**src/design/qvu_pkg.sv**
```systemverilog
// Shared constants, types and helper functions of the Q-value update engine.
package qvu_pkg;

	// Table geometry.
	localparam int NUM_STATES_MAX  = 32;
	localparam int NUM_ACTIONS_MAX = 8;
	localparam int STATE_W         = $clog2(NUM_STATES_MAX);
	localparam int ACT_W           = $clog2(NUM_ACTIONS_MAX);
	localparam int TABLE_DEPTH     = NUM_STATES_MAX * NUM_ACTIONS_MAX;
	localparam int ADDR_W          = $clog2(TABLE_DEPTH);

	// Fixed field widths of the stream words.
	localparam int CUR_STATE_W    = 5;
	localparam int TAKEN_ACTION_W = 3;
	localparam int NEXT_STATE_W   = 5;
	localparam int GREEDY_W       = 3;
	localparam int Q_W            = 16;
	localparam int RATE_W         = 16;
	localparam int FRAC_W         = 16;

	// Stream word layouts, lowest field first.
	localparam int IN_CS_LO   = 0;
	localparam int IN_TA_LO   = IN_CS_LO + CUR_STATE_W;
	localparam int IN_RW_LO   = IN_TA_LO + TAKEN_ACTION_W;
	localparam int IN_NS_LO   = IN_RW_LO + Q_W;
	localparam int IN_USED_W  = IN_NS_LO + NEXT_STATE_W;
	localparam int IN_TDATA_W = ((IN_USED_W + 7) / 8) * 8;

	localparam int OUT_NQ_LO   = 0;
	localparam int OUT_GA_LO   = OUT_NQ_LO + Q_W;
	localparam int OUT_SV_LO   = OUT_GA_LO + GREEDY_W;
	localparam int OUT_USED_W  = OUT_SV_LO + Q_W;
	localparam int OUT_TDATA_W = ((OUT_USED_W + 7) / 8) * 8;
	localparam int OUT_TUSER_W = 1;

	// Arithmetic widths: target and difference in Q.24, product and sum in Q.40.
	localparam int DIFF_W = 34;
	localparam int PROD_W = DIFF_W + RATE_W + 1;
	localparam int FULL_W = PROD_W + 1;
	localparam int RES_W  = FULL_W - 2 * FRAC_W;

	// Configuration registers.
	localparam int CFG_IDX_W = 1;
	localparam logic [CFG_IDX_W-1:0] CFG_STEP_SIZE = 1'd0;
	localparam logic [CFG_IDX_W-1:0] CFG_DISCOUNT  = 1'd1;
	localparam logic [RATE_W-1:0]    STEP_SIZE_RST = 16'd6554;
	localparam logic [RATE_W-1:0]    DISCOUNT_RST  = 16'd58982;

	// Sequencer states.
	typedef enum logic [3:0] {
		S_IDLE,
		S_SCAN_NEXT,
		S_READ_Q,
		S_MUL_G,
		S_ADD_T,
		S_MUL_A,
		S_ADD_F,
		S_WRITE,
		S_SCAN_CUR,
		S_LAST_CMP,
		S_DONE
	} state_t;

	// Control word from the sequencer to the datapath.
	typedef struct packed {
		logic             capture;
		logic             rd_en;
		logic             rd_cur;
		logic             rd_taken;
		logic [ACT_W-1:0] rd_col;
		logic             cmp_en;
		logic             cmp_first;
		logic             mul_en;
		logic             mul_alpha;
		logic             diff_en;
		logic             fin_en;
		logic             wr_en;
	} ctrl_t;

	// Out-of-range state indexes saturate to the last row.
	function automatic logic [STATE_W-1:0] clamp_state(input logic [CUR_STATE_W-1:0] v);
		logic [STATE_W-1:0] r;
		if (32'(v) >= NUM_STATES_MAX) begin
			r = STATE_W'(NUM_STATES_MAX - 1);
		end else begin
			r = STATE_W'(v);
		end
		return r;
	endfunction

	// Out-of-range action indexes saturate to the last column.
	function automatic logic [ACT_W-1:0] clamp_action(input logic [TAKEN_ACTION_W-1:0] v);
		logic [ACT_W-1:0] r;
		if (32'(v) >= NUM_ACTIONS_MAX) begin
			r = ACT_W'(NUM_ACTIONS_MAX - 1);
		end else begin
			r = ACT_W'(v);
		end
		return r;
	endfunction

endpackage

```
**src/design/qvu_ram.sv**
```systemverilog
// Generic single-write, single-read RAM with registered read data.
module qvu_ram #(
	parameter int WIDTH = 16,
	parameter int DEPTH = 256
) (
	input  logic                     clk,
	input  logic                     we,
	input  logic [$clog2(DEPTH)-1:0] waddr,
	input  logic [WIDTH-1:0]         wdata,
	input  logic                     re,
	input  logic [$clog2(DEPTH)-1:0] raddr,
	output logic [WIDTH-1:0]         rdata
);

	logic [WIDTH-1:0] mem [DEPTH];
	logic [WIDTH-1:0] rdata_q;

	// Write port.
	always_ff @(posedge clk) begin
		if (we) begin
			mem[waddr] <= wdata;
		end
	end

	// Registered read port.
	always_ff @(posedge clk) begin
		if (re) begin
			rdata_q <= mem[raddr];
		end
	end

	assign rdata = rdata_q;

endmodule

```
**src/design/qvu_table.sv**
```systemverilog
// Q table: RAM plus per-entry valid bits so that unwritten entries read as zero.
module qvu_table (
	input  logic                        clk,
	input  logic                        arst_n,
	input  logic                        rd_en,
	input  logic [qvu_pkg::ADDR_W-1:0]  rd_addr,
	output logic [qvu_pkg::Q_W-1:0]     rd_data,
	input  logic                        wr_en,
	input  logic [qvu_pkg::ADDR_W-1:0]  wr_addr,
	input  logic [qvu_pkg::Q_W-1:0]     wr_data
);

	logic [qvu_pkg::TABLE_DEPTH-1:0] valid_q;
	logic                            vld_s1;
	logic [qvu_pkg::Q_W-1:0]         ram_data;

	qvu_ram #(
		.WIDTH(qvu_pkg::Q_W),
		.DEPTH(qvu_pkg::TABLE_DEPTH)
	) u_ram (
		.clk  (clk),
		.we   (wr_en),
		.waddr(wr_addr),
		.wdata(wr_data),
		.re   (rd_en),
		.raddr(rd_addr),
		.rdata(ram_data)
	);

	// Valid bits: reset clears the whole table at once.
	always_ff @(posedge clk or negedge arst_n) begin
		if (!arst_n) begin
			valid_q <= '0;
		end else if (wr_en) begin
			valid_q[wr_addr] <= 1'b1;
		end
	end

	// The valid bit follows the read data through the read register.
	always_ff @(posedge clk or negedge arst_n) begin
		if (!arst_n) begin
			vld_s1 <= 1'b0;
		end else if (rd_en) begin
			vld_s1 <= valid_q[rd_addr];
		end
	end

	assign rd_data = vld_s1 ? ram_data : '0;

	// A read never targets the entry being written in the same cycle.
	a_no_collision: assert property (@(posedge clk) disable iff (!arst_n)
		(wr_en && rd_en) |-> (wr_addr != rd_addr))
		else $error("table read and write hit the same entry");

endmodule

```
**config.mk**
```make
export PLATFORM = sky130hd
export DESIGN_NAME = qvu_table
export DESIGN_NICKNAME = d
export VERILOG_FILES = /design/src/design/qvu_pkg.sv /design/src/design/qvu_ram.sv /design/src/design/qvu_table.sv
export SDC_FILE = /design/constraint.sdc
export NUM_CORES = 2
export LEC_CHECK = 0
export ABC_AREA = 1
export BUFFER_PORTS_ARGS = -buffer_cell sky130_fd_sc_hd__buf_4
export CAP_MARGIN = 5
export CORE_MARGIN = 2
export CORE_UTILIZATION = 57
export DETAILED_ROUTE_END_ITERATION = 10
export HOLD_SLACK_MARGIN = 0.06
export PLACE_DENSITY_LB_ADDON = 0.08
export SKIP_LAST_GASP = 1
export SLEW_MARGIN = 10
export SYNTH_ARGS = -nofsm -noshare
export SYNTH_HDL_FRONTEND = slang
export SYNTH_SLANG_ARGS = --single-unit
```
**constraint.sdc**
```tcl
create_clock -name clk -period 1.35 [get_ports clk]
set_clock_uncertainty 0.1 [all_clocks]
set_input_delay 0.27 -clock clk [delete_from_list [all_inputs] [get_ports clk]]
set_output_delay 0.27 -clock clk [all_outputs]
set_load 0.05 [all_outputs]
```
# Word level (Yosys, flattened, before mapping)

Memories as Yosys holds them, arrays and structs flattened. A register that Yosys moved wholly into a read port is not among the register bits.
Index checks and enable logic that the tools add are counted.

Register bits: 257
Bits in latches: 0
Memories: 1
RAM bits: 4,096
Output and inout port bits: 16
Bits in read-only memories: 0
Input bits: 36

Divide/modulo/power cells: 0
Shift-type cells: 0
Equal/unequal tests: 0
Bitwise logic cells: 1
Multipliers: 0
Mux-type cells: 7
Reduce and logical (&&, ||, !) cells: 1
Add/sub/neg operators: 0
Magnitude comparators: 3

Memory list:

| name      | words | width | read ports | clocked after Yosys merged registers in | write ports | line          | source |
|---|---|---|---|---|---|---|---|
| u_ram.mem | 256   | 16    | 1          | 1                                       | 1           | qvu_ram.sv:15 | `logic [WIDTH-1:0] mem [DEPTH];` |

Operator list:

| operator                                                               | number |
|---|---|
| 256-bit bitwise OR                                                     | 1 |
| 8-bit by 9-bit < comparator with 1-bit output (second input constant)  | 2 |
| 16-bit two-way mux                                                     | 1 |
| 1-bit binary-select mux with 8-bit select                              | 1 |
| 1-bit demux with 8-bit select                                          | 1 |
| 8-bit by 1-bit >= comparator with 1-bit output (second input constant) | 1 |
| 1-bit two-way mux                                                      | 4 |
| 1-bit logical AND                                                      | 1 |

# Longest topological paths before layout

Word-level depth: 5
Depth in mapped cells: 15
Gate-level depth less buffers: 11

# Cells and area by module

A second synthesis with hierarchy kept.

Cell total of the unflattened synthesis: 14,853
Area, all modules: 177,375.1 sq um

Modules (own cells, without submodules):

| module    | area each (sq um) | cells each | instances |
|---|---|---|---|
| qvu_ram   | 165,866.6         | 13,617     | 1 |
| qvu_table | 11,508.5          | 1,236      | 1 |

# Worst setup path before layout

No wires, ideal clock.

Path kind: input-to-reg
Start: input wr_en
End: memory u_ram.mem[162][0], enable pin
Required time: 0.861 ns
Path buffers: 2
Cell stages on the path: 4
Arrival: 1.740 ns
Slack: -0.879 ns
Cells stage by stage: clkbuf_1 -> nand3_1 -> clkbuf_1 -> nor2_1

Longest elaborated chain between the ends: 2

Ends and longest elaborated chain:

| item                                    | line           | source |
|---|---|---|
| start, declared                         | qvu_table.sv:8 | `input logic wr_en,` |
| 1-bit two-way mux                       | qvu_ram.sv:20  | `if (we) begin` |
| 1-bit two-way mux (implied by the code) | qvu_ram.sv:21  | `mem[waddr] <= wdata;` |
| end, declared                           | qvu_ram.sv:15  |  |

No other way between the ends.

==> results.md <==
- The count of maximum capacitance violations is 0.
- Of all nets on the critical path, the largest fanout is 1.
- After floorplanning, the core was sized to cover 0.303 mm2.
- The final number of max-transition violations is 0.
- The clock tree from TritonCTS is built.
- The number of clock buffers added by TritonCTS is 437.
- Across all setup checks in the final design, the least slack found is -1100 ps.
- The worst endpoint required time is 1980 ps.
- The total nets after synthesis is 14100.
- The mean routed wirelength per cell is 28.8 um.
- The worst register-to-register path begins at u_ram.mem[217][5].
- The area of the multi-input gates is 0.0445 mm2.
- The filler cell count is 20400.
- The via count of the first global-routing pass is 116000.
- The initial antenna violation count is 20.
- The worst setup path is of the reg -> reg kind.
- Yosys printed 0 warnings.
- The initial cell density of the core is 0.574.
- The synthesized netlist occupies a cell area of 0.174 mm2.
- In the finished design, the share of the clock period the worst path needs comes to 1.81.
- The number of cells on the worst reg-to-reg path is 10.
- The flow ran to the end, but the final reports show violations.
- The number of nets in the layout is 14900.
- The critical path endpoint is u_ram.rdata[5].
- The clock sink total is 4369.
- The minimum clock period is 2450 ps.
- The checks that failed: negative setup slack.
- The detailed router placed 122000 vias in this run.
- In this run the number of H-tree levels came out at 5.
- The wire-length estimate of the detail-placed layout is 342000 um.
- The worst setup slack before clock tree synthesis is -2180 ps.
- From left edge to right edge, the die measures 557 um.
- The floorplan has 202 rows.
- The count of boundary I/O pins is 52.
- The leakage power figure is 75.4 nW.
- Counting flops with a built-in enable in the synthesized netlist gives 4112.
- The peak clock frequency supported by timing is 409 MHz.
- The dominant register cell in the synthesized netlist is edfxtp_1.
- The number of violations reported at the end of detailed-routing iteration 0 is 18300.
- The congestion estimate from routability-driven global placement came to 0.924.
- The dominant cell by count in the synthesized netlist is edfxtp_1.
- The transition time at the pin with the least slew margin is 725 ps.
- The final-report setup violation count is 33.
- The wire length after detailed routing is 555000 um.
- The total congestion overflow is 0.
- The number of optimization iterations in the first detailed-route pass is 9.
- The total power consumption of the routed design is 300 mW.
- After synthesis, the cell types taking the most area are edfxtp_1 (71%), nand3_1 (6.1%), nand2_1 (4.8%), o21ai_0 (4.2%), dfrtp_1 (3.7%).
- By count the netlist is led by edfxtp_1 (4112), nand2_1 (2245), nand3_1 (2114).
- Of the cells placed in the final design, the portion with a size suffix greater than 1 is 0.208.
- At the end of the flow the core is filled with cells to 0.705.
- The critical path data arrival time is 3080 ps.
- Yosys mapped the design onto 22 distinct sky130hd cell types.
- The clock passes through at most 4 buffers.
- The worst register-to-register path ends at u_ram.rdata[5].
- The headroom to the max-slew limit is 0.515.
- The number of hold violations in the final report was 0.
- The clock insertion delay at the later pin of the skew report is 1000 ps.
- Setup repair after global routing could not meet its margin everywhere.
- Of all flip-flops after synthesis, the portion carrying an async set or reset was 0.0588.
- Buffers placed on the I/O ports in this run total 51.
- The overall fraction of global-route tracks in use is 0.353.
- The most critical setup path has its startpoint at u_ram.mem[217][5].
- For this run, the register share of the synthesized area comes to 0.746.
- The number of storage elements in the synthesis netlist is 4369.
- Across the VDD grid, the largest voltage drop is 1.37 mV.
- The kind of start point of the critical path is a flip-flop.
- The setup TNS is -25120 ps.
- The height of the chip is 557 um.
- The detail route stage leaves a number of antenna-violating nets equal to 0.
- The footprint of the flip-flops and latches is 0.130 mm2.
- The cell sitting at the root of the clock tree is a clkbuf_16.
- After clock tree synthesis, the flow added hold-fix buffers numbering 30.
- The growth of design area from synthesis to finish is 22.7%.
- The mean area per synthesized cell is 12.4 um2.
- The mean number of vias per cell is 6.35.
- The worst setup path is captured at a flip-flop.
- In this run the register-to-register setup slack is -1100 ps.
- Clock-pin slew was measured on the worst setup and hold paths at 60 ps.
- The areal power density over the cells is 1410 mW/mm2.
- The die outline area is 0.310 mm2.
- The synthesized design spends more area on one cell type than any other, namely edfxtp_1.
- After technology mapping, the gate count stands at 14000.
- The worst hold slack is 79.6 ps.
- After detailed routing, the number of remaining DRC violations is 0.
- The worst hold path belongs to the class in -> reg.
- The share of synthesized area in the top cell type comes to 0.709.
- The pin count of the biggest net entering global routing is 125.
- The wire length of the first global-routing pass is 799000 um.
-- per-layer routing --
metal  track usage  wire (um)
met4         0.150      26400
met2         0.535     253000
met5             0         73
met1         0.506     213000
met3        0.0642      62900
-- power breakdown --
part / leakage (nW) / internal (mW) / switching, mW
Clock: 7.28 / 74.1 / 52.0
Combinational: 27.7 / 8.18 / 16.5
Sequential: 40.5 / 149 / 0.489
Total: 75.4 / 231 / 69.0
-- how the worst min path moves through the flow --
stage | startpoint | end | slack, ps | cells after the start
4_1_cts | wr_addr[4] | u_ram.mem[174][8] | 30 | 5
3_3_place_gp | arst_n | valid_q[86] | 50 | 1
3_5_place_dp | arst_n | valid_q[87] | 50 | 1
5_1_grt | wr_addr[4] | u_ram.mem[174][8] | 60 | 5
6_report | wr_addr[4] | u_ram.mem[174][8] | 80 | 5
2_1_floorplan | arst_n | valid_q[0] | -130 | 0
-- cells by family after synthesis --
kind of cell	Yosys count	synth area share
AND/OR/NAND/NOR	6306	0.155
flip-flops	4369	0.746
AO/OA/AOI/OAI	2240	0.0694
buffers and inverters	1115	0.0297
-- registers in the layout, indices dropped and copies added, names as in the netlist --
| name | flops |
|---|---|
| u_ram.mem | 4096 |
| valid_q | 256 |
| u_ram.rdata | 16 |
| vld_s1 | 1 |
-- placed cells by master (no fill, tap or decap), drive strengths merged --
cell	instances
edfxtp	4112
bufbuf	3
nand2	2245
clkinvlp	18
clkbuf	576
o22ai	704
or2	256
clkinv	168
inv	129
bufinv	63
o21ai	1472
dfrtp	257
nor2	1691
a21oi	64
buf	1395
nand3	2114
dlygate4sd3	29
diode	6
-- final cells by class --
| class | count | share of cell area |
|---|---|---|
| sequential | 4369 | 0.608 |
| clock inverter | 257 | 0.0140 |
| multi-input combinational | 8546 | 0.208 |
| inverter | 120 | 0.00277 |
| timing repair inverter | 1 | 0.0000761 |
| tap | 3978 | 0.0233 |
| antenna | 6 | 0.0000703 |
| timing repair buffer | 1432 | 0.0881 |
| clock buffer | 571 | 0.0556 |
-- repair_timing --
action / 4_1_cts / 5_1_grt
endpoints found under the setup margin: 33 / 33
endpoints found under the hold margin: 4418 / 1
setup buffers: 13 / 10
resized for setup: 1079 / 423
gates cloned: 8 / 5
pin swaps: 316 / 205
-- through the flow --
stage	instance area [um2]	cells
6_report	214000	19300
5_1_grt	214000	19300
4_1_cts	212000	19300
3_5_place_dp	193000	18400
3_3_place_gp	193000	18400
2_1_floorplan	175000	14000
-- worst max-delay path, stage by stage, from the launching register on --
cell and delay [ps]:
edfxtp_1 550, o21ai_4 350, o22ai_1 150, nand2_1 90, nand3_1 60, nand3_1 200, nand3_1 250, nand3_1 260
nand2_1 80, nand2_1 60, nand2_1 50
Note: power is estimated with default switching activity, not from simulation.
