## config.mk

```make
export PLATFORM = sky130hd
export DESIGN_NAME = qvu_alu
export DESIGN_NICKNAME = d
export VERILOG_FILES = /design/src/design/qvu_pkg.sv /design/src/design/qvu_alu.sv
export SDC_FILE = /design/constraint.sdc
export NUM_CORES = 2
export LEC_CHECK = 0
export ABC_AREA = 1
export BUFFER_PORTS_ARGS = -buffer_cell sky130_fd_sc_hd__clkbuf_2
export CORE_MARGIN = 1
export CORE_UTILIZATION = 58
export CTS_CLUSTER_SIZE = 24
export DETAILED_ROUTE_END_ITERATION = 8
export HOLD_SLACK_MARGIN = 0.08
export PLACE_DENSITY = 0.86
export REMOVE_ABC_BUFFERS = 1
export SLEW_MARGIN = 20
export SYNTH_ARGS = -nofsm -noshare
export SYNTH_HDL_FRONTEND = slang
export SYNTH_SLANG_ARGS = --single-unit
```

## constraint.sdc

```tcl
create_clock -name clk -period 6.1 [get_ports clk]
set_input_delay 0.305 -clock clk [delete_from_list [all_inputs] [get_ports clk]]
set_output_delay 0.305 -clock clk [all_outputs]
set_load 0.02 [all_outputs]
```

## src/design/qvu_pkg.sv

```systemverilog
// Shared constants, types and helper functions of the Q-value update engine.
package qvu_pkg;

	// Table geometry.
	localparam int NUM_STATES_MAX  = 32;
	localparam int NUM_ACTIONS_MAX = 8;
	localparam int STATE_W         = $clog2(NUM_STATES_MAX);
	localparam int ACT_W           = $clog2(NUM_ACTIONS_MAX);
	localparam int TABLE_DEPTH     = NUM_STATES_MAX * NUM_ACTIONS_MAX;
	localparam int ADDR_W          = $clog2(TABLE_DEPTH);

	// Fixed field widths of the stream words.
	localparam int CUR_STATE_W    = 5;
	localparam int TAKEN_ACTION_W = 3;
	localparam int NEXT_STATE_W   = 5;
	localparam int GREEDY_W       = 3;
	localparam int Q_W            = 16;
	localparam int RATE_W         = 16;
	localparam int FRAC_W         = 16;

	// Stream word layouts, lowest field first.
	localparam int IN_CS_LO   = 0;
	localparam int IN_TA_LO   = IN_CS_LO + CUR_STATE_W;
	localparam int IN_RW_LO   = IN_TA_LO + TAKEN_ACTION_W;
	localparam int IN_NS_LO   = IN_RW_LO + Q_W;
	localparam int IN_USED_W  = IN_NS_LO + NEXT_STATE_W;
	localparam int IN_TDATA_W = ((IN_USED_W + 7) / 8) * 8;

	localparam int OUT_NQ_LO   = 0;
	localparam int OUT_GA_LO   = OUT_NQ_LO + Q_W;
	localparam int OUT_SV_LO   = OUT_GA_LO + GREEDY_W;
	localparam int OUT_USED_W  = OUT_SV_LO + Q_W;
	localparam int OUT_TDATA_W = ((OUT_USED_W + 7) / 8) * 8;
	localparam int OUT_TUSER_W = 1;

	// Arithmetic widths: target and difference in Q.24, product and sum in Q.40.
	localparam int DIFF_W = 34;
	localparam int PROD_W = DIFF_W + RATE_W + 1;
	localparam int FULL_W = PROD_W + 1;
	localparam int RES_W  = FULL_W - 2 * FRAC_W;

	// Configuration registers.
	localparam int CFG_IDX_W = 1;
	localparam logic [CFG_IDX_W-1:0] CFG_STEP_SIZE = 1'd0;
	localparam logic [CFG_IDX_W-1:0] CFG_DISCOUNT  = 1'd1;
	localparam logic [RATE_W-1:0]    STEP_SIZE_RST = 16'd6554;
	localparam logic [RATE_W-1:0]    DISCOUNT_RST  = 16'd58982;

	// Sequencer states.
	typedef enum logic [3:0] {
		S_IDLE,
		S_SCAN_NEXT,
		S_READ_Q,
		S_MUL_G,
		S_ADD_T,
		S_MUL_A,
		S_ADD_F,
		S_WRITE,
		S_SCAN_CUR,
		S_LAST_CMP,
		S_DONE
	} state_t;

	// Control word from the sequencer to the datapath.
	typedef struct packed {
		logic             capture;
		logic             rd_en;
		logic             rd_cur;
		logic             rd_taken;
		logic [ACT_W-1:0] rd_col;
		logic             cmp_en;
		logic             cmp_first;
		logic             mul_en;
		logic             mul_alpha;
		logic             diff_en;
		logic             fin_en;
		logic             wr_en;
	} ctrl_t;

	// Out-of-range state indexes saturate to the last row.
	function automatic logic [STATE_W-1:0] clamp_state(input logic [CUR_STATE_W-1:0] v);
		logic [STATE_W-1:0] r;
		if (32'(v) >= NUM_STATES_MAX) begin
			r = STATE_W'(NUM_STATES_MAX - 1);
		end else begin
			r = STATE_W'(v);
		end
		return r;
	endfunction

	// Out-of-range action indexes saturate to the last column.
	function automatic logic [ACT_W-1:0] clamp_action(input logic [TAKEN_ACTION_W-1:0] v);
		logic [ACT_W-1:0] r;
		if (32'(v) >= NUM_ACTIONS_MAX) begin
			r = ACT_W'(NUM_ACTIONS_MAX - 1);
		end else begin
			r = ACT_W'(v);
		end
		return r;
	endfunction

endpackage

```

## src/design/qvu_alu.sv

```systemverilog
// Datapath: captured transition, running row maximum, shared multiplier and adders.
module qvu_alu (
	input  logic                            clk,
	input  logic                            arst_n,
	input  qvu_pkg::ctrl_t                  ctrl,
	input  logic [qvu_pkg::IN_TDATA_W-1:0]  in_word,
	input  logic [qvu_pkg::RATE_W-1:0]      step_size,
	input  logic [qvu_pkg::RATE_W-1:0]      discount,
	input  logic [qvu_pkg::Q_W-1:0]         rd_data,
	output logic [qvu_pkg::ADDR_W-1:0]      rd_addr,
	output logic [qvu_pkg::ADDR_W-1:0]      wr_addr,
	output logic [qvu_pkg::Q_W-1:0]         wr_data,
	output logic [qvu_pkg::Q_W-1:0]         new_q,
	output logic                            saturated,
	output logic [qvu_pkg::GREEDY_W-1:0]    greedy_action,
	output logic [qvu_pkg::Q_W-1:0]         state_value
);

	// Captured transition.
	logic [qvu_pkg::STATE_W-1:0] s_q;
	logic [qvu_pkg::STATE_W-1:0] ns_q;
	logic [qvu_pkg::ACT_W-1:0]   a_q;
	logic signed [qvu_pkg::Q_W-1:0] reward_q;

	// Read-side pipeline and running maximum.
	logic                           cmp_en_s1;
	logic                           cmp_first_s1;
	logic                           ld_q_s1;
	logic [qvu_pkg::ACT_W-1:0]      cmp_col_s1;
	logic signed [qvu_pkg::Q_W-1:0] best_val_q;
	logic [qvu_pkg::ACT_W-1:0]      best_idx_q;
	logic signed [qvu_pkg::Q_W-1:0] q_q;

	// Arithmetic.
	logic signed [qvu_pkg::RATE_W:0]     op_a;
	logic signed [qvu_pkg::DIFF_W-1:0]   op_b;
	logic signed [qvu_pkg::PROD_W-1:0]   prod_c;
	logic signed [qvu_pkg::PROD_W-1:0]   prod_q;
	logic signed [qvu_pkg::DIFF_W-1:0]   q_ext;
	logic signed [qvu_pkg::DIFF_W-1:0]   rew_ext;
	logic signed [qvu_pkg::DIFF_W-1:0]   gprod;
	logic signed [qvu_pkg::DIFF_W-1:0]   diff_c;
	logic signed [qvu_pkg::DIFF_W-1:0]   diff_q;
	logic signed [qvu_pkg::FULL_W-1:0]   q_full;
	logic signed [qvu_pkg::FULL_W-1:0]   prod_full;
	logic signed [qvu_pkg::FULL_W-1:0]   sum_c;
	logic signed [qvu_pkg::RES_W-1:0]    res_c;
	logic                                ovf_c;
	logic [qvu_pkg::Q_W-1:0]             clamp_c;
	logic [qvu_pkg::Q_W-1:0]             new_q_q;
	logic                                sat_q;
	logic [qvu_pkg::STATE_W-1:0]         row_c;
	logic [qvu_pkg::ACT_W-1:0]           col_c;

	// Capture the accepted word; indexes saturate to the table bounds.
	always_ff @(posedge clk) begin
		if (ctrl.capture) begin
			s_q      <= qvu_pkg::clamp_state(
				in_word[qvu_pkg::IN_CS_LO +: qvu_pkg::CUR_STATE_W]);
			a_q      <= qvu_pkg::clamp_action(
				in_word[qvu_pkg::IN_TA_LO +: qvu_pkg::TAKEN_ACTION_W]);
			reward_q <= $signed(in_word[qvu_pkg::IN_RW_LO +: qvu_pkg::Q_W]);
			ns_q     <= qvu_pkg::clamp_state(
				in_word[qvu_pkg::IN_NS_LO +: qvu_pkg::NEXT_STATE_W]);
		end
	end

	// Table addressing.
	always_comb begin
		row_c   = ctrl.rd_cur ? s_q : ns_q;
		col_c   = ctrl.rd_taken ? a_q : ctrl.rd_col;
		rd_addr = qvu_pkg::ADDR_W'(row_c) * qvu_pkg::ADDR_W'(qvu_pkg::NUM_ACTIONS_MAX)
			+ qvu_pkg::ADDR_W'(col_c);
		wr_addr = qvu_pkg::ADDR_W'(s_q) * qvu_pkg::ADDR_W'(qvu_pkg::NUM_ACTIONS_MAX)
			+ qvu_pkg::ADDR_W'(a_q);
	end

	assign wr_data = new_q_q;

	// Control flags that line up with the registered read data.
	always_ff @(posedge clk or negedge arst_n) begin
		if (!arst_n) begin
			cmp_en_s1    <= 1'b0;
			cmp_first_s1 <= 1'b0;
			ld_q_s1      <= 1'b0;
		end else begin
			cmp_en_s1    <= ctrl.cmp_en;
			cmp_first_s1 <= ctrl.cmp_first;
			ld_q_s1      <= ctrl.rd_taken;
		end
	end

	always_ff @(posedge clk) begin
		cmp_col_s1 <= ctrl.rd_col;
	end

	// Running maximum; a strict compare keeps the lowest index on ties.
	always_ff @(posedge clk) begin
		if (cmp_en_s1 && (cmp_first_s1 || ($signed(rd_data) > best_val_q))) begin
			best_val_q <= $signed(rd_data);
			best_idx_q <= cmp_col_s1;
		end
		if (ld_q_s1) begin
			q_q <= $signed(rd_data);
		end
	end

	// Shared multiplier: gamma times maxQ first, then alpha times the difference.
	always_comb begin
		op_a = $signed({1'b0, ctrl.mul_alpha ? step_size : discount});
		op_b = ctrl.mul_alpha ? diff_q
			: {{(qvu_pkg::DIFF_W - qvu_pkg::Q_W){best_val_q[qvu_pkg::Q_W-1]}}, best_val_q};
		prod_c = op_a * op_b;
	end

	always_ff @(posedge clk) begin
		if (ctrl.mul_en) begin
			prod_q <= prod_c;
		end
	end

	// Difference Q*2^16 - (reward*2^16 + gamma*maxQ).
	always_comb begin
		q_ext   = {{(qvu_pkg::DIFF_W - qvu_pkg::Q_W){q_q[qvu_pkg::Q_W-1]}}, q_q};
		rew_ext = {{(qvu_pkg::DIFF_W - qvu_pkg::Q_W){reward_q[qvu_pkg::Q_W-1]}}, reward_q};
		gprod   = $signed(prod_q[qvu_pkg::DIFF_W-1:0]);
		diff_c  = (q_ext <<< qvu_pkg::FRAC_W) - (rew_ext <<< qvu_pkg::FRAC_W) - gprod;
	end

	always_ff @(posedge clk) begin
		if (ctrl.diff_en) begin
			diff_q <= diff_c;
		end
	end

	// New value Q*2^32 - alpha*diff, rounded half up to Q8.8 and clamped.
	always_comb begin
		q_full    = {{(qvu_pkg::FULL_W - qvu_pkg::Q_W){q_q[qvu_pkg::Q_W-1]}}, q_q};
		prod_full = {{(qvu_pkg::FULL_W - qvu_pkg::PROD_W){prod_q[qvu_pkg::PROD_W-1]}}, prod_q};
		sum_c     = (q_full <<< (2 * qvu_pkg::FRAC_W)) - prod_full
			+ (qvu_pkg::FULL_W'(1) <<< (2 * qvu_pkg::FRAC_W - 1));
		res_c     = $signed(sum_c[qvu_pkg::FULL_W-1:2*qvu_pkg::FRAC_W]);
		ovf_c     = (res_c[qvu_pkg::RES_W-1:qvu_pkg::Q_W-1] != '0)
			&& (res_c[qvu_pkg::RES_W-1:qvu_pkg::Q_W-1] != '1);
		if (!ovf_c) begin
			clamp_c = res_c[qvu_pkg::Q_W-1:0];
		end else if (res_c[qvu_pkg::RES_W-1]) begin
			clamp_c = {1'b1, {(qvu_pkg::Q_W-1){1'b0}}};
		end else begin
			clamp_c = {1'b0, {(qvu_pkg::Q_W-1){1'b1}}};
		end
	end

	always_ff @(posedge clk) begin
		if (ctrl.fin_en) begin
			new_q_q <= clamp_c;
			sat_q   <= ovf_c;
		end
	end

	assign new_q         = new_q_q;
	assign saturated     = sat_q;
	assign greedy_action = qvu_pkg::GREEDY_W'(best_idx_q);
	assign state_value   = best_val_q;

endmodule

```

# Yosys cells after proc, flatten, opt, wreduce, memory -nomap -nowiden
# Index checks and enable logic that the tools add are counted.
word_totals:
  ff_bits: 172
  in_bits: 96
  output_inout_bits: 68
  elab_cells: 34
op_classes:
  addsub: 6
  multipliers: 1
  magnitude_cmp: 1
  n_eq_ne: 1
  mux: 6
  reduce_logical: 4
op_table:
  columns: ["operator", "count"]
  rows:
  - ["52-bit by 33-bit adder with 52-bit output, second input constant", 1]
  - ["48-bit by 51-bit subtractor with 52-bit output", 1]
  - ["17-bit by 34-bit multiplier with 51-bit output", 1]
  - ["16-bit 2-to-1 mux", 3]
  - ["34-bit 2-to-1 mux", 1]
  - ["33-bit by 34-bit subtractor with 34-bit output", 1]
  - ["32-bit by 32-bit subtractor with 33-bit output", 1]
  - ["8-bit by 3-bit adder with 8-bit output", 2]
  - ["16-bit greater-than comparator", 1]
  - ["5-bit 2-to-1 mux", 1]
  - ["5-bit inequality test, second input constant", 1]
  - ["5-bit nonzero test", 1]
  - ["3-bit 2-to-1 mux", 1]
  - ["1-bit logical AND", 2]
  - ["1-bit logical OR", 1]

# Depth between registers and ports, before layout
logic_depth:
  depth_word: 5
  depth_mapped: 32

# Worst setup path after synthesis
# OpenSTA, ideal clock, no wires.
synth_path:
  kind: "input port to flip-flop"
  start: "in ctrl[3] (netlist bit)"
  end: "reg prod_q[48] (netlist bit) (data pin)"
  arrival_ns: 6.149
  path_slack_ns: -0.314
  cell_stages: 27
  path_cell_list: "inv_1 > clkbuf_1 > or2_2 > o21ai_0 > inv_1 > clkbuf_1 > nand2_1 > inv_1 > fa_1 > fa_1 > fa_1 > inv_1 > fa_1 > inv_1 > fa_1 > inv_1 > fa_1 > inv_1 > ha_1 > clkbuf_1 > nand2_1 > nor2_1 > inv_1 > nor4_1 > nand4_1 > nand3_1 > xor2_1"
synth_via:
  elab_chain_len: 2
  word_cells_on_any_way: 3
  classes_between: "mul (1); mux (2)"
synth_rtl:
  columns: ["item", "line_no", "text"]
  rows:
  - ["start: declaration", "qvu_alu.sv:5", "input qvu_pkg::ctrl_t ctrl,"]
  - ["16-bit 2-to-1 mux / 34-bit 2-to-1 mux (equally long branches)", "qvu_alu.sv:110, qvu_alu.sv:111", null]
  - ["17-bit by 34-bit multiplier with 51-bit output (*)", "qvu_alu.sv:113", "prod_c = op_a * op_b;"]
  - ["net prod_c, one bit", "qvu_alu.sv:37", "logic signed [qvu_pkg::PROD_W-1:0] prod_c;"]
  - ["end signal: assignment", "qvu_alu.sv:118", "prod_q <= prod_c;"]
  - ["end: declaration", "qvu_alu.sv:38", "logic signed [qvu_pkg::PROD_W-1:0] prod_q;"]
# The timed path passes the listed nets; every way through them passes the cells marked *.
# A chain may end at the register's enable or synchronous reset.

# Worst setup path in the final report
layout_path:
  start: "reg best_val_q, in the netlist state_value[15]"
  end: "reg prod_q[45] (netlist bit) (data pin)"
layout_via:
  elab_chain_len: 2
layout_rtl:
  columns: ["item", "line_no", "text"]
  rows:
  - ["start: declaration", "qvu_alu.sv:30", "logic signed [qvu_pkg::Q_W-1:0] best_val_q;"]
  - ["start signal: assignment", "qvu_alu.sv:100", "best_val_q <= $signed(rd_data);"]
  - ["34-bit 2-to-1 mux", "qvu_alu.sv:111", "op_b = ctrl.mul_alpha ? diff_q"]
  - ["17-bit by 34-bit multiplier with 51-bit output", "qvu_alu.sv:113", null]
  - ["net prod_c, one bit", "qvu_alu.sv:37", null]
# The timed path passes the listed nets, and every way through them passes these cells.

==> results.toml <==
[grt]
met3_usage_pct = 5.928
grt_use_total_pct = 35.93
antenna_found_initial = 0
grtUsageMet2_pct = 61.60
grtUsageMet1_pct = 45.56
grt_max_degree = 52
grt-ovfl-total = 0
top_usage_layer = "met2"
first_global_vias = 28130
grt_pass1_wl_mm = 146.2

[die]
start_util_pct = 58.74
dieArea_um2 = 52870
die_h_um = 229.9
ios = 164
rows = 83
die_w_um = 229.9
core_um2 = 51300

[run]
cap_violations = 0

[sta]
relSlewSlack_pct = 36.68
worst_slack_ps = -477.5
tightest_slew_ps = 949.8
hold_viol_final = 0
rsz0062_at_grt = "true"
post-route-min-period_ps = 6578
min_period_over_period_pct = 107.8
skew_ps = 11.24
setup_viol = 30
final_max_slew_viol_count = 0
max_freq_mhz = 152.0
fin_setup_tns_ps = -7355
holdWs_ps = 121.3

[logic_synthesis]
postSynthAreaPerCell_um2 = 8.323
synth_largest_area_cell = "fa_1"
yosys_warnings = 0
synth_flop_cell = "edfxtp_1"
synth-edff-count = 166
synth_area_leaders = "fa_1 (35%), edfxtp_1 (17%), inv_1 (12%)"
async_flop_share_pct = 1.744
synth_top_area_share_pct = 35.47
synth_area_um2 = 30140
ys_ff_latch = 172
syn_inst = 3621
synthDistinctLibCells = 53
ys_seq_area_share_pct = 16.99

[layout]
final_area_um2 = 38040
final_cell_mix = "inv_1 (901), nand2_1 (733), fa_1 (496)"
register_area_um2 = 5120
fin_nets = 5004
area_growth_pct = 26.24
multi_input_area_um2 = 22660
layout_commonest_cell = "inv_1"
drive_gt1_share_pct = 25.73
nFillCells = 3278
antenna_cells = 0

[clocking]
clk_latency_ps = 450
clockBufferDepth = 2
htreeDepth = 4
clock-sinks = 172
cts_root_buf = "clkbuf_16"
clk_pin_slew_ps = 70
cts_buffers = 17
cts_tree = "built"

[placed_design]
dp_slack_ps = -1061
gp_congestion = 0.9988
dp_hpwl_mm = 77.02
post_dp_cell_area_um2 = 34720
port_buffers = 158

[worst_setup_path]
critPathCaptureType = "flop"
cp.arrival_ps = 6770
startpoint = "state_value[15]"
start_kind = "flop"
worstSetupPathType = "flop to flop"
cp.required_ps = 6290
crit_fanout = 8
reg2reg_from = "state_value[15]"

[route]
drt-initial-drc-count = 2902
viasPerCell = 5.647
drt_pass1_iterations = 9
wirelength_mm = 102.8
postRouteAntennaNets = 0
drc_errors = 0
routedWlPerCell_um = 21.13
num_vias = 27470

[status]
outcome = "complete, but fails checks"
violations = "negative setup slack"

[min_path]
hp-class = "primary input to flop"
hold_path.startpoint = "rd_data[8]"
layer usage:
| metal | part of all wire, % | up-vias | routed length (µm) |
|---|---|---|---|
| met3 | 10 | 571 | 10500 |
| met5 | 0 | - | 0 |
| met2 | 47 | 1890 | 48780 |
| li1 | - | 11810 | - |
| met4 | 6.4 | 0 | 6602 |
| met1 | 36 | 13210 | 36900 |
cells by family (layout without fill, tap and decap cells):
family | after synthesis | in the layout | synth area share [%]
flops | 172 | 172 | 16.99
xor+xnor | 99 | 99 | 2.877
buf+inv | 1067 | 1631 | 13.58
mux | 8 | 8 | 0.2989
compound gates | 290 | 290 | 5.368
simple gates | 1249 | 1249 | 17.03
fa+ha+maj | 736 | 736 | 43.86
final timing paths:
kind	depth (start not counted)	slack, ps	end
worst max-delay path	25	-480	prod_q[45]
worst min-delay path	1	120	q_q[8]
worst max register to register	25	-480	prod_q[45]
worst min register to register	0	410	greedy_action[2]
max in group asynchronous	2	5770	ld_q_s1
min in group asynchronous	2	210	cmp_en_s1
metrics by stage:
step           util, %  std cells
2_1_floorplan        -       3514
4_1_cts          70.90       4824
3_3_place_gp     67.68       4750
3_5_place_dp     67.68       4750
5_1_grt          74.16       4865
6_report         74.16       4865
state kept, by name, summed over array words and instances, names as in the netlist, 5 cells and up:
register / count
diff_q: 34
new_q: 16
ns_q: 5
prod_q: 51
q_q: 16
reward_q: 16
s_q: 5
state_value: 16
worst max-delay path: stages (launching register included):
cell,delay (ps)
edfxtp_1,490
nand2_2,200
buf_12,180
buf_12,160
nand2_8,70
buf_6,150
buf_12,130
nand2_1,90
fa_1,440
inv_2,90
fa_1,460
fa_1,540
fa_1,530
fa_1,560
inv_1,80
fa_1,490
inv_1,80
ha_4,300
nand2_1,120
nor2_2,130
inv_1,90
nor2_4,160
nand2_1,100
or3_1,400
o211ai_1,140
xor2_1,120
cell usage after synthesis, drive strengths merged, types with 4 or more instances:
cell / number
a21oi: 119
fa: 534
o21a: 4
a21o: 22
nand4: 21
nor4: 9
edfxtp: 166
or2: 32
nand2: 838
mux2: 8
xor2: 65
ha: 202
o21ai: 106
inv: 959
o21bai: 11
buf: 20
a21boi: 6
clkbuf: 87
nor3: 19
nand3: 58
a31oi: 12
xnor2: 34
nor2: 266
cell type report:
| type | instances | share of cell area (%) |
|---|---|---|
| Multi-Input combinational cell | 2382 | 59.55 |
| Timing Repair Buffer | 639 | 13.68 |
| Sequential cell | 172 | 13.46 |
| Inverter | 960 | 9.538 |
| Tap cell | 680 | 2.236 |
| Clock buffer | 18 | 1.128 |
| Clock inverter | 14 | 0.4045 |
repair_timing:
item                                    4_1_cts  5_1_grt
endpoints found under the setup margin       35       33
hold buffers                                 36        1
gates resized for setup                     155      359
pin swaps                                    46      171
cloned                                        0        3
buffers inserted                              6       39
endpoints found under the hold margin        38        1
Power is left out: the tool's default activity adds up to more than one toggle a clock period on the data nets, which glitch-free logic cannot reach.
