### src/design/qvu_pkg.sv
// Shared constants, types and helper functions of the Q-value update engine.
package qvu_pkg;

	// Table geometry.
	localparam int NUM_STATES_MAX  = 32;
	localparam int NUM_ACTIONS_MAX = 8;
	localparam int STATE_W         = $clog2(NUM_STATES_MAX);
	localparam int ACT_W           = $clog2(NUM_ACTIONS_MAX);
	localparam int TABLE_DEPTH     = NUM_STATES_MAX * NUM_ACTIONS_MAX;
	localparam int ADDR_W          = $clog2(TABLE_DEPTH);

	// Fixed field widths of the stream words.
	localparam int CUR_STATE_W    = 5;
	localparam int TAKEN_ACTION_W = 3;
	localparam int NEXT_STATE_W   = 5;
	localparam int GREEDY_W       = 3;
	localparam int Q_W            = 16;
	localparam int RATE_W         = 16;
	localparam int FRAC_W         = 16;

	// Stream word layouts, lowest field first.
	localparam int IN_CS_LO   = 0;
	localparam int IN_TA_LO   = IN_CS_LO + CUR_STATE_W;
	localparam int IN_RW_LO   = IN_TA_LO + TAKEN_ACTION_W;
	localparam int IN_NS_LO   = IN_RW_LO + Q_W;
	localparam int IN_USED_W  = IN_NS_LO + NEXT_STATE_W;
	localparam int IN_TDATA_W = ((IN_USED_W + 7) / 8) * 8;

	localparam int OUT_NQ_LO   = 0;
	localparam int OUT_GA_LO   = OUT_NQ_LO + Q_W;
	localparam int OUT_SV_LO   = OUT_GA_LO + GREEDY_W;
	localparam int OUT_USED_W  = OUT_SV_LO + Q_W;
	localparam int OUT_TDATA_W = ((OUT_USED_W + 7) / 8) * 8;
	localparam int OUT_TUSER_W = 1;

	// Arithmetic widths: target and difference in Q.24, product and sum in Q.40.
	localparam int DIFF_W = 34;
	localparam int PROD_W = DIFF_W + RATE_W + 1;
	localparam int FULL_W = PROD_W + 1;
	localparam int RES_W  = FULL_W - 2 * FRAC_W;

	// Configuration registers.
	localparam int CFG_IDX_W = 1;
	localparam logic [CFG_IDX_W-1:0] CFG_STEP_SIZE = 1'd0;
	localparam logic [CFG_IDX_W-1:0] CFG_DISCOUNT  = 1'd1;
	localparam logic [RATE_W-1:0]    STEP_SIZE_RST = 16'd6554;
	localparam logic [RATE_W-1:0]    DISCOUNT_RST  = 16'd58982;

	// Sequencer states.
	typedef enum logic [3:0] {
		S_IDLE,
		S_SCAN_NEXT,
		S_READ_Q,
		S_MUL_G,
		S_ADD_T,
		S_MUL_A,
		S_ADD_F,
		S_WRITE,
		S_SCAN_CUR,
		S_LAST_CMP,
		S_DONE
	} state_t;

	// Control word from the sequencer to the datapath.
	typedef struct packed {
		logic             capture;
		logic             rd_en;
		logic             rd_cur;
		logic             rd_taken;
		logic [ACT_W-1:0] rd_col;
		logic             cmp_en;
		logic             cmp_first;
		logic             mul_en;
		logic             mul_alpha;
		logic             diff_en;
		logic             fin_en;
		logic             wr_en;
	} ctrl_t;

	// Out-of-range state indexes saturate to the last row.
	function automatic logic [STATE_W-1:0] clamp_state(input logic [CUR_STATE_W-1:0] v);
		logic [STATE_W-1:0] r;
		if (32'(v) >= NUM_STATES_MAX) begin
			r = STATE_W'(NUM_STATES_MAX - 1);
		end else begin
			r = STATE_W'(v);
		end
		return r;
	endfunction

	// Out-of-range action indexes saturate to the last column.
	function automatic logic [ACT_W-1:0] clamp_action(input logic [TAKEN_ACTION_W-1:0] v);
		logic [ACT_W-1:0] r;
		if (32'(v) >= NUM_ACTIONS_MAX) begin
			r = ACT_W'(NUM_ACTIONS_MAX - 1);
		end else begin
			r = ACT_W'(v);
		end
		return r;
	endfunction

endpackage

### src/design/qvu_ctrl.sv
// Sequencer: steps one transition through scans, multiplies, write-back and output.
module qvu_ctrl (
	input  logic           clk,
	input  logic           arst_n,
	input  logic           in_valid,
	input  logic           out_free,
	output logic           in_ready,
	output logic           out_load,
	output qvu_pkg::ctrl_t ctrl
);

	localparam logic [qvu_pkg::ACT_W-1:0] LAST_COL = qvu_pkg::ACT_W'(qvu_pkg::NUM_ACTIONS_MAX - 1);

	qvu_pkg::state_t           state_q;
	qvu_pkg::state_t           state_d;
	logic [qvu_pkg::ACT_W-1:0] cnt_q;
	logic [qvu_pkg::ACT_W-1:0] cnt_d;

	// State and column counter.
	always_ff @(posedge clk or negedge arst_n) begin
		if (!arst_n) begin
			state_q <= qvu_pkg::S_IDLE;
			cnt_q   <= '0;
		end else begin
			state_q <= state_d;
			cnt_q   <= cnt_d;
		end
	end

	// Next state and control word.
	always_comb begin
		state_d  = state_q;
		cnt_d    = cnt_q;
		ctrl     = '0;
		in_ready = 1'b0;
		out_load = 1'b0;
		unique case (state_q)
			qvu_pkg::S_IDLE: begin
				in_ready = 1'b1;
				if (in_valid) begin
					ctrl.capture = 1'b1;
					cnt_d        = '0;
					state_d      = qvu_pkg::S_SCAN_NEXT;
				end
			end
			qvu_pkg::S_SCAN_NEXT: begin
				ctrl.rd_en     = 1'b1;
				ctrl.rd_col    = cnt_q;
				ctrl.cmp_en    = 1'b1;
				ctrl.cmp_first = (cnt_q == '0);
				if (cnt_q == LAST_COL) begin
					cnt_d   = '0;
					state_d = qvu_pkg::S_READ_Q;
				end else begin
					cnt_d = cnt_q + 1'b1;
				end
			end
			qvu_pkg::S_READ_Q: begin
				ctrl.rd_en    = 1'b1;
				ctrl.rd_cur   = 1'b1;
				ctrl.rd_taken = 1'b1;
				state_d       = qvu_pkg::S_MUL_G;
			end
			qvu_pkg::S_MUL_G: begin
				ctrl.mul_en = 1'b1;
				state_d     = qvu_pkg::S_ADD_T;
			end
			qvu_pkg::S_ADD_T: begin
				ctrl.diff_en = 1'b1;
				state_d      = qvu_pkg::S_MUL_A;
			end
			qvu_pkg::S_MUL_A: begin
				ctrl.mul_en    = 1'b1;
				ctrl.mul_alpha = 1'b1;
				state_d        = qvu_pkg::S_ADD_F;
			end
			qvu_pkg::S_ADD_F: begin
				ctrl.fin_en = 1'b1;
				state_d     = qvu_pkg::S_WRITE;
			end
			qvu_pkg::S_WRITE: begin
				ctrl.wr_en = 1'b1;
				cnt_d      = '0;
				state_d    = qvu_pkg::S_SCAN_CUR;
			end
			qvu_pkg::S_SCAN_CUR: begin
				ctrl.rd_en     = 1'b1;
				ctrl.rd_cur    = 1'b1;
				ctrl.rd_col    = cnt_q;
				ctrl.cmp_en    = 1'b1;
				ctrl.cmp_first = (cnt_q == '0);
				if (cnt_q == LAST_COL) begin
					cnt_d   = '0;
					state_d = qvu_pkg::S_LAST_CMP;
				end else begin
					cnt_d = cnt_q + 1'b1;
				end
			end
			qvu_pkg::S_LAST_CMP: begin
				state_d = qvu_pkg::S_DONE;
			end
			qvu_pkg::S_DONE: begin
				if (out_free) begin
					out_load = 1'b1;
					state_d  = qvu_pkg::S_IDLE;
				end
			end
			default: begin
				state_d = qvu_pkg::S_IDLE;
			end
		endcase
	end

	// The current-row scan always starts from column zero after the write-back.
	a_scan_after_write: assert property (@(posedge clk) disable iff (!arst_n)
		(state_q == qvu_pkg::S_WRITE) |=> (state_q == qvu_pkg::S_SCAN_CUR && cnt_q == '0))
		else $error("current-row scan did not start at column zero");

	// A result is only loaded into a free output register.
	a_load_free: assert property (@(posedge clk) disable iff (!arst_n)
		out_load |-> out_free)
		else $error("result loaded while output register busy");

endmodule

### config.mk
export PLATFORM = sky130hd
export DESIGN_NAME = qvu_ctrl
export DESIGN_NICKNAME = d
export VERILOG_FILES = /design/src/design/qvu_pkg.sv /design/src/design/qvu_ctrl.sv
export SDC_FILE = /design/constraint.sdc
export NUM_CORES = 1
export LEC_CHECK = 0
export ABC_AREA = 0
export BUFFER_PORTS_ARGS = -buffer_cell sky130_fd_sc_hd__buf_2
export CAP_MARGIN = 20
export CORE_AREA = 5 5 42 44
export CTS_BUF_LIST = sky130_fd_sc_hd__clkbuf_4 sky130_fd_sc_hd__clkbuf_8 sky130_fd_sc_hd__clkbuf_16
export CTS_CLUSTER_DIAMETER = 150
export CTS_CLUSTER_SIZE = 40
export DETAILED_ROUTE_END_ITERATION = 7
export DIE_AREA = 0 0 47 49
export PLACE_DENSITY = 0.69
export SYNTH_ARGS = -nofsm -noshare
export SYNTH_HDL_FRONTEND = slang
export SYNTH_SLANG_ARGS = --single-unit
### constraint.sdc
create_clock -name clk -period 1.6 [get_ports clk]
set_input_delay 0.24 -clock clk [delete_from_list [all_inputs] [get_ports clk]]
set_output_delay 0.24 -clock clk [all_outputs]
set_load 0.02 [all_outputs]
### Word level (Yosys, flattened, before mapping)

Index checks and enable logic that the tools add are counted.

* register bits after elaboration: 7
* bits in latches: 0
* memory bits (writable): 0
* ROM bits: 0
* output and inout port bits: 16
* memories kept: 0

* add/sub/neg operators: 1
* $mul: 0
* divide/modulo/power cells: 0
* magnitude comparators: 0
* eq/ne operators: 15
* shift operators: 0
* muxes and demuxes: 22
* bitwise gates (word level): 0
* reductions and logical operators: 9

Operator list (number)
* 4-bit case mux with 11 select lines: 1
* 4-bit by 3-bit equality test with 1-bit output (second input constant): 4
* 4-bit two-way mux: 4
* 1-bit two-way mux: 13
* 4-bit equality test (second input constant): 3
* 3-bit case mux with 3 select lines: 1
* 4-bit by 2-bit equality test with 1-bit output (second input constant): 2
* 2-bit inequality test (second input constant): 4
* 3-bit two-way mux: 2
* 2-bit OR reduction: 3
* 5-bit two-way mux: 1
* 4-bit by 1-bit equality test with 1-bit output (second input constant): 1
* 4-bit zero test: 1
* 4-bit AND reduction: 1
* 3-bit by 1-bit adder with 3-bit output (second input constant): 1
* 3-bit equality test (second input constant): 1
* 3-bit zero test: 1
* 3-bit nonzero test: 1
* 3-bit OR reduction: 1
* 2-bit AND reduction: 1

### Depth between registers and ports, before layout

Gate-level depths: netlist of run 1.

* depth in word-level cells: 4
* mapped depth: 5

### Least setup slack after synthesis of run 1

OpenSTA, ideal clock, no wires.

* path kind: reg-to-output
* start: register state_q[0]
* end: output ctrl[13] (netlist bit)
* arrival: 1.662 ns
* setup slack: -0.302 ns
* cell stages (with the launch flop): 4
* path through: dfrtp_1 > buf_4 > nor4_1 > and2_1

RTL lines
* start: declaration: line qvu_ctrl.sv:14 `qvu_pkg::state_t state_q;`
* start signal: assignment: line qvu_ctrl.sv:22 `state_q <= qvu_pkg::S_IDLE;`
* start signal: assignment: line qvu_ctrl.sv:25 `state_q <= state_d;`
* end: declaration: line qvu_ctrl.sv:9 `output qvu_pkg::ctrl_t ctrl`

==> results.tsv, run 1 <==
metric	value	unit
CTS tree	built	
r2r setup slk	0.21	ns
Clock Skew	0.003332	ns
initial antenna violation count	0	
synthesized area	554.3	um^2
number of global-route vias before repair	612	
IO Pins	20	
Skew-Pair Late Insertion Delay	0.25	ns
status	finished with violations	
Critical Path Start	state_q[3]$_DFFE_PN0P_	
startpoint types	flop	
DRC Markers	0	
IR drop worst, VDD	1569	uV
Core Rows	14	
unrepaired setup endpoints after global routing	true	
Initial Utilization	0.3955	
Fin. Hold Viols	0	
Final WS setup	-0.03358	ns
die area	2303	um^2
WP data required	1.36	ns
Worst Path Max Fanout	4	
Max Clock Freq	612.2	MHz
worst slew pin tran	0.3015	ns
GRT Overall Usage	0.1499	
CP Capture Type	output pin	
largest net degree at the start of global routing	10	
CP Class	reg -> out	
# diodes	0	
Arrival @ worst endpoint	1.39	ns
crit path time final	1.634	ns
Mean Syn Cell Area	8.273	um^2
DR vias/cell	5.235	
sequential-to-total area share from yosys stat	0.3160	
syn_nets	74	
GP Congestion	0.6874	
period utilization	1.021	
Max-cap violations	0	
die height	49	um
DRT Wirelength	1612	um
clk slew on worst S/H paths	0.05	ns
Die X	47	um
clk root buf	clkbuf_4	
DR vias	623	
Syn-to-layout area delta	78.33	%
Post-Synthesis Cells	67	
drt initial violations	10	
failing checks	negative setup slack	
Yosys warnings	0	
design area	988.4	um^2
post-layout util	0.7054	
antenna viol nets, final	0	
Placed Area	719.4	um^2
fraction of layout cells with a size suffix above 1	0.5922	
Clock Path Buffers	2	
Synth Register Bits	7	
first drt pass iteration count	4	
setup TNS	-0.04343	ns
total gr overflow	0	
cell area power density	2499	nW/um^2
fin cells	119	
Final Max Tran Viols	0	
Clock Sink Count	7	
core box area	1401	um^2
Port Buffers	19	
commonest non-fill, non-tap cell in the layout	buf_4	
WL/cell	13.55	um
Critical R2R Launch	state_q[2]$_DFFE_PN0P_	
H-tree depth	1	
Cell variety after synth	24	
dpl cells	105	
Final nets	111	
total CTS buffers	3	
Fillers	109	
HP Class	in -> async	
worst rel slew slack	0.7981	
Setup violations, final	3	
first-pass GRT wire length	2559	um
dpl hpwl	1059	um
static leakage	0.4691	nW
most frequent cells in the layout	buf_4 (19), buf_2 (9), buf_6 (8), nor2_1 (6)	
## cell usage after synthesis, drive strengths merged
master | instances | share of area
nor2 | 8 | 0.054
nand2 | 5 | 0.034
nor2b | 1 | 0.011
and3b | 1 | 0.016
buf | 5 | 0.054
o21a | 1 | 0.014
nor4 | 3 | 0.034
dfrtp | 7 | 0.32
inv | 4 | 0.027
a21oi | 1 | 0.0090
a211oi | 2 | 0.027
o22ai | 1 | 0.011
and2 | 2 | 0.023
nor3 | 9 | 0.10
xnor2 | 3 | 0.047
o211ai | 1 | 0.014
o21ai | 1 | 0.0090
a21o | 2 | 0.027
a32o | 3 | 0.054
ha | 3 | 0.068
xor2 | 1 | 0.016
nand2b | 3 | 0.034
## layer usage
metal / routed length [um] / GRT usage
met5: 0 / 0
met4: 22 / 0.02765
met3: 40 / 0.04797
met2: 904 / 0.2692
met1: 644 / 0.1648
## sequential cells by signal, summed over array words and instances, names as in the netlist
name	cells
cnt_q	3
state_q	4
## where the power goes
| group | internal, mW | leakage (nW) | total (mW) | switching (mW) |
|---|---|---|---|---|
| clock | 0.112 | 0.0184 | 0.171 | 0.0591 |
| sequential | 0.266 | 0.0853 | 0.354 | 0.0878 |
| combinational | 0.926 | 0.365 | 1.95 | 1.02 |
## layout make-up
| cell class | instances | area, um^2 | share of cell area |
|---|---|---|---|
| clock buffers | 4 | 30.03 | 0.03038 |
| inverters | 4 | 22.52 | 0.02278 |
| flip-flops and latches | 7 | 178.9 | 0.1810 |
| well taps | 16 | 20.02 | 0.02025 |
| repair buffers | 37 | 287.8 | 0.2911 |
| multi-input cells | 51 | 449.2 | 0.4544 |
## metrics by stage
stage | hold WS (ns) | power, mW | setup WS, ns
6_report | 0.3505 | 2.470 | -0.03358
5_1_grt | 0.3793 | 2.651 | -0.09935
4_1_cts | 0.3481 | 2.152 | -0.03916
3_5_place_dp | 0.07795 | 1.686 | 0.1611
3_3_place_gp | 0.07816 | 1.658 | 0.1744
2_1_floorplan | -0.05559 | 1.308 | -0.04680
## final timing paths
kind	endpoint	cells after the start
setup / recovery	ctrl[5]	4
hold / removal	cnt_q[2]$_DFFE_PN0P_	2
setup reg to reg	cnt_q[2]$_DFFE_PN0P_	5
hold reg to reg	cnt_q[1]$_DFFE_PN0P_	1
max in group asynchronous	state_q[2]$_DFFE_PN0P_	2
min in group clk	state_q[1]$_DFFE_PN0P_	4
## repair_timing
| item | in CTS | in global routing |
|---|---|---|
| endpoints found under the hold margin | 7 | 0 |
| setup endpoints to repair | 8 | 14 |
| pin swaps | 6 | 7 |
| cloned | 0 | 0 |
| buffers inserted | 8 | 1 |
| hold buffers | 1 | 0 |
| resized for setup | 15 | 27 |
## critical path: stages (launching register included)
cell and delay [ns]:
dfrtp_2 0.44, xnor2_2 0.17, nor3_4 0.22, and3b_1 0.20, buf_6 0.12
## cells by family (layout without fill, tap and decap cells)
kind of cell | count (synthesis) | in the layout | synth area share
simple gates | 32 | 32 | 0.3070
xor+xnor | 4 | 4 | 0.06322
flops | 7 | 7 | 0.3160
fa+ha+maj | 3 | 3 | 0.06773
compound gates | 12 | 12 | 0.1648
buf+inv | 9 | 45 | 0.08124
Power figures use the tool's default switching activity.
==> run 2, diff against run 1 <==
- CELL_PAD_IN_SITES_DETAIL_PLACEMENT: not set -> 0
- CELL_PAD_IN_SITES_GLOBAL_PLACEMENT: not set -> 1
- CORE_AREA: 5 5 42 44 -> not set
- CORE_MARGIN: not set -> 5
- CORE_UTILIZATION: not set -> 33
- CTS_CLUSTER_SIZE: 40 -> not set
- DIE_AREA: 0 0 47 49 -> not set
- PLACE_DENSITY: 0.69 -> 0.75
==> run 2 against run 1 <==
Compared with the run above: the run still ends with negative setup slack left; global-route usage decreased by 3.3 points; clock power increased by 6%; core utilization shrank 12 points; die area up 13%; largest power group unchanged.
==> results.tsv, run 2 (synthesis results as in run 1) <==
metric	value	unit
status	finished with violations	
failing checks	negative setup slack	
antenna viol nets, final	0	
worst slew pin tran	0.2840	ns
Fillers	153	
CP cell instances	buf_6, nor4_4, and2_4, buf_6	
cell area power density	2497	nW/um^2
Arrival @ worst endpoint	1.39	ns
GP Congestion	0.7347	
Max Clock Freq	614.2	MHz
Final Max Tran Viols	0	
max reg flops	4	
period utilization	1.018	
pre-CTS setup slack	0.1210	ns
CP delay by family, top	simple AND/OR/NAND/NOR gates	
Final WS setup	-0.02817	ns
Max-cap violations	0	
worst rel slew slack	0.8099	
crit path buf inv count	2	
clk slew on worst S/H paths	0.05	ns
drt initial violations	10	
setup TNS	-0.03883	ns
die height	50.99	um
Setup violations, final	2	
Multi-input gate area	414.1	um^2
# diodes	0	
unrepaired setup endpoints after global routing	true	
Seq. cell area	180.2	um^2
static leakage	0.4275	nW
first drt pass iteration count	4	
WL/cell	13.09	um
Core Rows	14	
biggest regs	state_q (4), cnt_q (3)	
Die X	50.99	um
initial antenna violation count	0	
GRT Overall Usage	0.1169	
first-pass GRT wire length	2339	um
overall power	2.259	mW
Worst Path Max Fanout	4	
Final nets	104	
CP Capture Type	output pin	
CP Class	reg -> out	
most frequent cells in the layout	buf_2 (10), buf_4 (10), buf_6 (8), nor2_1 (7), nor3_1 (6)	
dpl hpwl	1068	um
IR drop worst, VDD	1221	uV
Syn-to-layout area delta	63.21	%
clk root buf	clkbuf_4	
core box area	1541	um^2
crit path time final	1.628	ns
Skew-Pair Late Insertion Delay	0.26	ns
Clock Skew	0.001199	ns
startpoint types	flop	
H-tree depth	1	
die area	2599	um^2
number of global-route vias before repair	555	
DRC Markers	0	
WP data required	1.36	ns
Initial Utilization	0.3596	
total gr overflow	0	
Port Buffers	19	
slowest cell delay on critical path	0.44	ns
DR vias/cell	5.286	
Clock Path Buffers	2	
fraction of layout cells with a size suffix above 1	0.5208	
largest net degree at the start of global routing	10	
total CTS buffers	3	
Clock Sink Count	7	
Fin. Hold Viols	0	
CTS tree	built	
DRT Wirelength	1466	um
slowest library cell on the worst path	dfrtp_2	
IO Pins	20	
most used cell, CP	buf_6	
HP Class	in -> reg	
Reg with most FFs	state_q	
hold_ws	0.3435	ns
DR vias	592	
[run 2: worst register-to-register path, stage by stage, from the launching register on]
cell and delay (ns):
dfrtp_2 0.42, buf_4 0.14, buf_4 0.15, nand2b_4 0.06, nand2b_1 0.18, a32o_1 0.28
[run 2: final timing paths]
path,from,end,slack (ns),cells past startpoint
worst max-delay path,state_q[0]$_DFFE_PN0P_,ctrl[13],-0.03,4
worst min-delay path,out_free,state_q[1]$_DFFE_PN0P_,0.34,4
worst max register to register,state_q[0]$_DFFE_PN0P_,cnt_q[2]$_DFFE_PN0P_,0.27,5
worst min register to register,cnt_q[1]$_DFFE_PN0P_,cnt_q[1]$_DFFE_PN0P_,0.55,1
max in group asynchronous,arst_n,state_q[0]$_DFFE_PN0P_,1.08,2
min in group asynchronous,arst_n,state_q[2]$_DFFE_PN0P_,0.35,2
[run 2: metrics by stage]
stage,area [um^2],cells,util
2_1_floorplan,574.3,67,-
3_3_place_gp,719.4,105,0.4667
3_5_place_dp,719.4,105,0.4667
4_1_cts,840.8,112,0.5455
5_1_grt,904.6,112,0.5869
6_report,904.6,112,0.5869
[run 2: timing repair]
item,CTS,global route
buffers inserted,2,0
resized for setup,18,15
hold endpoints to repair,7,0
pin swaps,2,2
setup endpoints to repair,10,14
hold buffers,1,0
[run 2: metal layers]
layer  vias to the layer above  routed length [um]  global-route usage
li1                        296                   -                   -
met3                         2                  78             0.03779
met5                         -                   0                   0
met2                        15                 733              0.1860
met4                         0                  19             0.06383
met1                       279                 635              0.1382
[run 2: area by class of cell]
class / count / area share
multi-input cells: 51 / 0.4578
repair buffers: 30 / 0.2711
flip-flops and latches: 7 / 0.1992
clock buffers: 4 / 0.03320
well taps: 16 / 0.02213
inverters: 4 / 0.01660
[run 2: report_power, final]
part	internal [mW]	leakage [nW]	switching, mW
clock	0.112	0.0184	0.0700
combinational	0.815	0.325	0.870
sequential	0.268	0.0842	0.123
total	1.20	0.427	1.06
==> run 3, diff against run 2 <==
- CTS_BUF_LIST: sky130_fd_sc_hd__clkbuf_4 sky130_fd_sc_hd__clkbuf_8 sky130_fd_sc_hd__clkbuf_16 -> not set
==> run 3 against run 2 <==
Compared with the run above: the flow still finishes with violations (negative setup slack); clock-buffer cell count is the same; core utilization grew 0.32 points; clock skew is essentially flat; final area grew 0.55%; critical path type unchanged; critical endpoint unchanged; worst hold slack lost 0.00082 ns; routed wire length grew 5.0%; final cell count grew 0.89%; first-iteration DRC count shrank 60%.
==> results.tsv, run 3 (synthesis results as in run 1) <==
metric	value	unit
static leakage	0.4301	nW
pre-CTS setup slack	0.1210	ns
Arrival @ worst endpoint	1.39	ns
Final WS setup	-0.03015	ns
startpoint types	flop	
Clock Path Buffers	2	
fraction of layout cells with a size suffix above 1	0.5155	
max reg flops	4	
H-tree depth	1	
most frequent cells in the layout	buf_4 (12), buf_2 (10), nor2_1 (7), buf_6 (7), nor3_1 (6)	
slowest library cell on the worst path	dfrtp_2	
status	finished with violations	
largest net degree at the start of global routing	10	
slowest cell delay on critical path	0.44	ns
number of global-route vias before repair	560	
Die X	50.99	um
Comb power frac	0.758	
Critical R2R Launch	state_q[2]$_DFFE_PN0P_	
Worst Path Max Fanout	4	
IR drop worst, VDD	1155	uV
dpl hpwl	1068	um
sw frac	0.4761	
Reg with most FFs	state_q	
most used cell, CP	buf_6	
Pint	1.197	mW
cell area power density	2512	nW/um^2
Core Rows	14	
Critical Path Start	state_q[0]$_DFFE_PN0P_	
die height	50.99	um
Clock Sink Count	7	
Reg power frac	0.169	
Fin. Hold Viols	0	
Clock Skew	0.0008313	ns
clk slew on worst S/H paths	0.05	ns
worst slew pin tran	0.2844	ns
hold_ws	0.3426	ns
total gr overflow	0	
CP delay by family, top	simple AND/OR/NAND/NOR gates	
Skew-Pair Late Insertion Delay	0.26	ns
clk root buf	clkbuf_4	
GRT Overall Usage	0.1163	
post-layout util	0.5901	
first-pass GRT wire length	2325	um
Port Buffers	19	
Max-cap violations	0	
total stage count of the critical path	4	
Max Clock Freq	613.4	MHz
drt initial violations	4	
total CTS buffers	3	
CP Capture Type	output pin	
WP data required	1.36	ns
Setup violations, final	2	
DR vias	599	
Syn-to-layout area delta	64.11	%
cells on worst reg2reg path	4	
fin cells	113	
GP Congestion	0.7347	
dpl cells	105	
initial antenna violation count	0	
Worst Hold Launch	out_free	
DRT Wirelength	1539	um
core box area	1541	um^2
period utilization	1.019	
unrepaired setup endpoints after global routing	true	
biggest regs	state_q (4), cnt_q (3)	
Final nets	105	
first drt pass iteration count	2	
die area	2599	um^2
WL/cell	13.62	um
antenna viol nets, final	0	
clock share of power	0.072	
worst rel slew slack	0.8096	
hold path depth	4	
IO Pins	20	
Initial Utilization	0.3596	
CP cell instances	buf_6, nor4_4, and2_4, buf_6	
sw power	1.088	mW
commonest non-fill, non-tap cell in the layout	buf_4	
DR vias/cell	5.301	
crit path time final	1.630	ns
failing checks	negative setup slack	
CTS tree	built	
Final Max Tran Viols	0	
crit path buf inv count	2	
DRC Markers	0	
CP Class	reg -> out	
# diodes	0	
HP Class	in -> reg	
[run 3: changes by cell type in the layout (fill, tap and decap cells not counted)]
cell	delta
clkbuf_4	-1
buf_4	+2
nand2b_4	+1
buf_6	-1
clkbuf_1	+1
nand2b_2	-1
[run 3: tightest hold or removal path: cells and delay by family]
family	cells	cell delay [ns]
buf+inv	1	0.09
compound gates	2	0.18
simple gates	1	0.05
[run 3: final cells by class]
| type | count | area [um^2] |
|---|---|---|
| fillers | 144 | 631.9 |
| inverters | 4 | 15.01 |
| clock buffers | 4 | 26.28 |
| well taps | 16 | 20.02 |
| multi-input cells | 51 | 419.2 |
| flip-flops and latches | 7 | 180.2 |
| repair buffers | 31 | 249.0 |
[run 3: path summary, 6_finish.rpt]
kind / endpoint / slack (ns)
max: ctrl[13] / -0.03
min: state_q[1]$_DFFE_PN0P_ / 0.34
max reg2reg: cnt_q[2]$_DFFE_PN0P_ / 0.25
min reg2reg: cnt_q[1]$_DFFE_PN0P_ / 0.55
max in group asynchronous: state_q[1]$_DFFE_PN0P_ / 1.08
min in group asynchronous: cnt_q[2]$_DFFE_PN0P_ / 0.35
[run 3: power by group through the flow]
stage                     Combinational (mW)  Sequential, mW  Clock [mW]
after floorplan                        0.982           0.325           0
after global placement                  1.29           0.386           0
after detailed placement                1.30           0.387           0
after CTS                               1.52           0.378       0.174
after global routing                    1.89           0.397       0.186
final                                   1.73           0.387       0.165
[run 3: what timing repair did]
action                                  in CTS  in global routing
hold endpoints to repair                     7                  0
hold buffers                                 1                  0
cloned                                       0                  0
endpoints found under the setup margin      10                 13
buffers inserted                             2                  1
pin swaps                                    2                  2
gates resized for setup                     18                 15
[run 3: metrics by stage]
stage,area (um^2),total power [mW],TNS (ns)
floorplan,574.3,1.308,-0.09359
global placement,719.4,1.673,0
detailed placement,719.4,1.686,0
CTS,837.1,2.067,-0.04955
global route,909.6,2.472,-0.5831
finish,909.6,2.285,-0.04367
[run 3: metal layers]
layer  global-route usage  up-vias  part of all wire
met5                    0        -                 0
li1                     -      296                 -
met1               0.1364      290              0.41
met4              0.06383        0             0.020
met3              0.03779        3             0.046
met2               0.1860       10              0.52
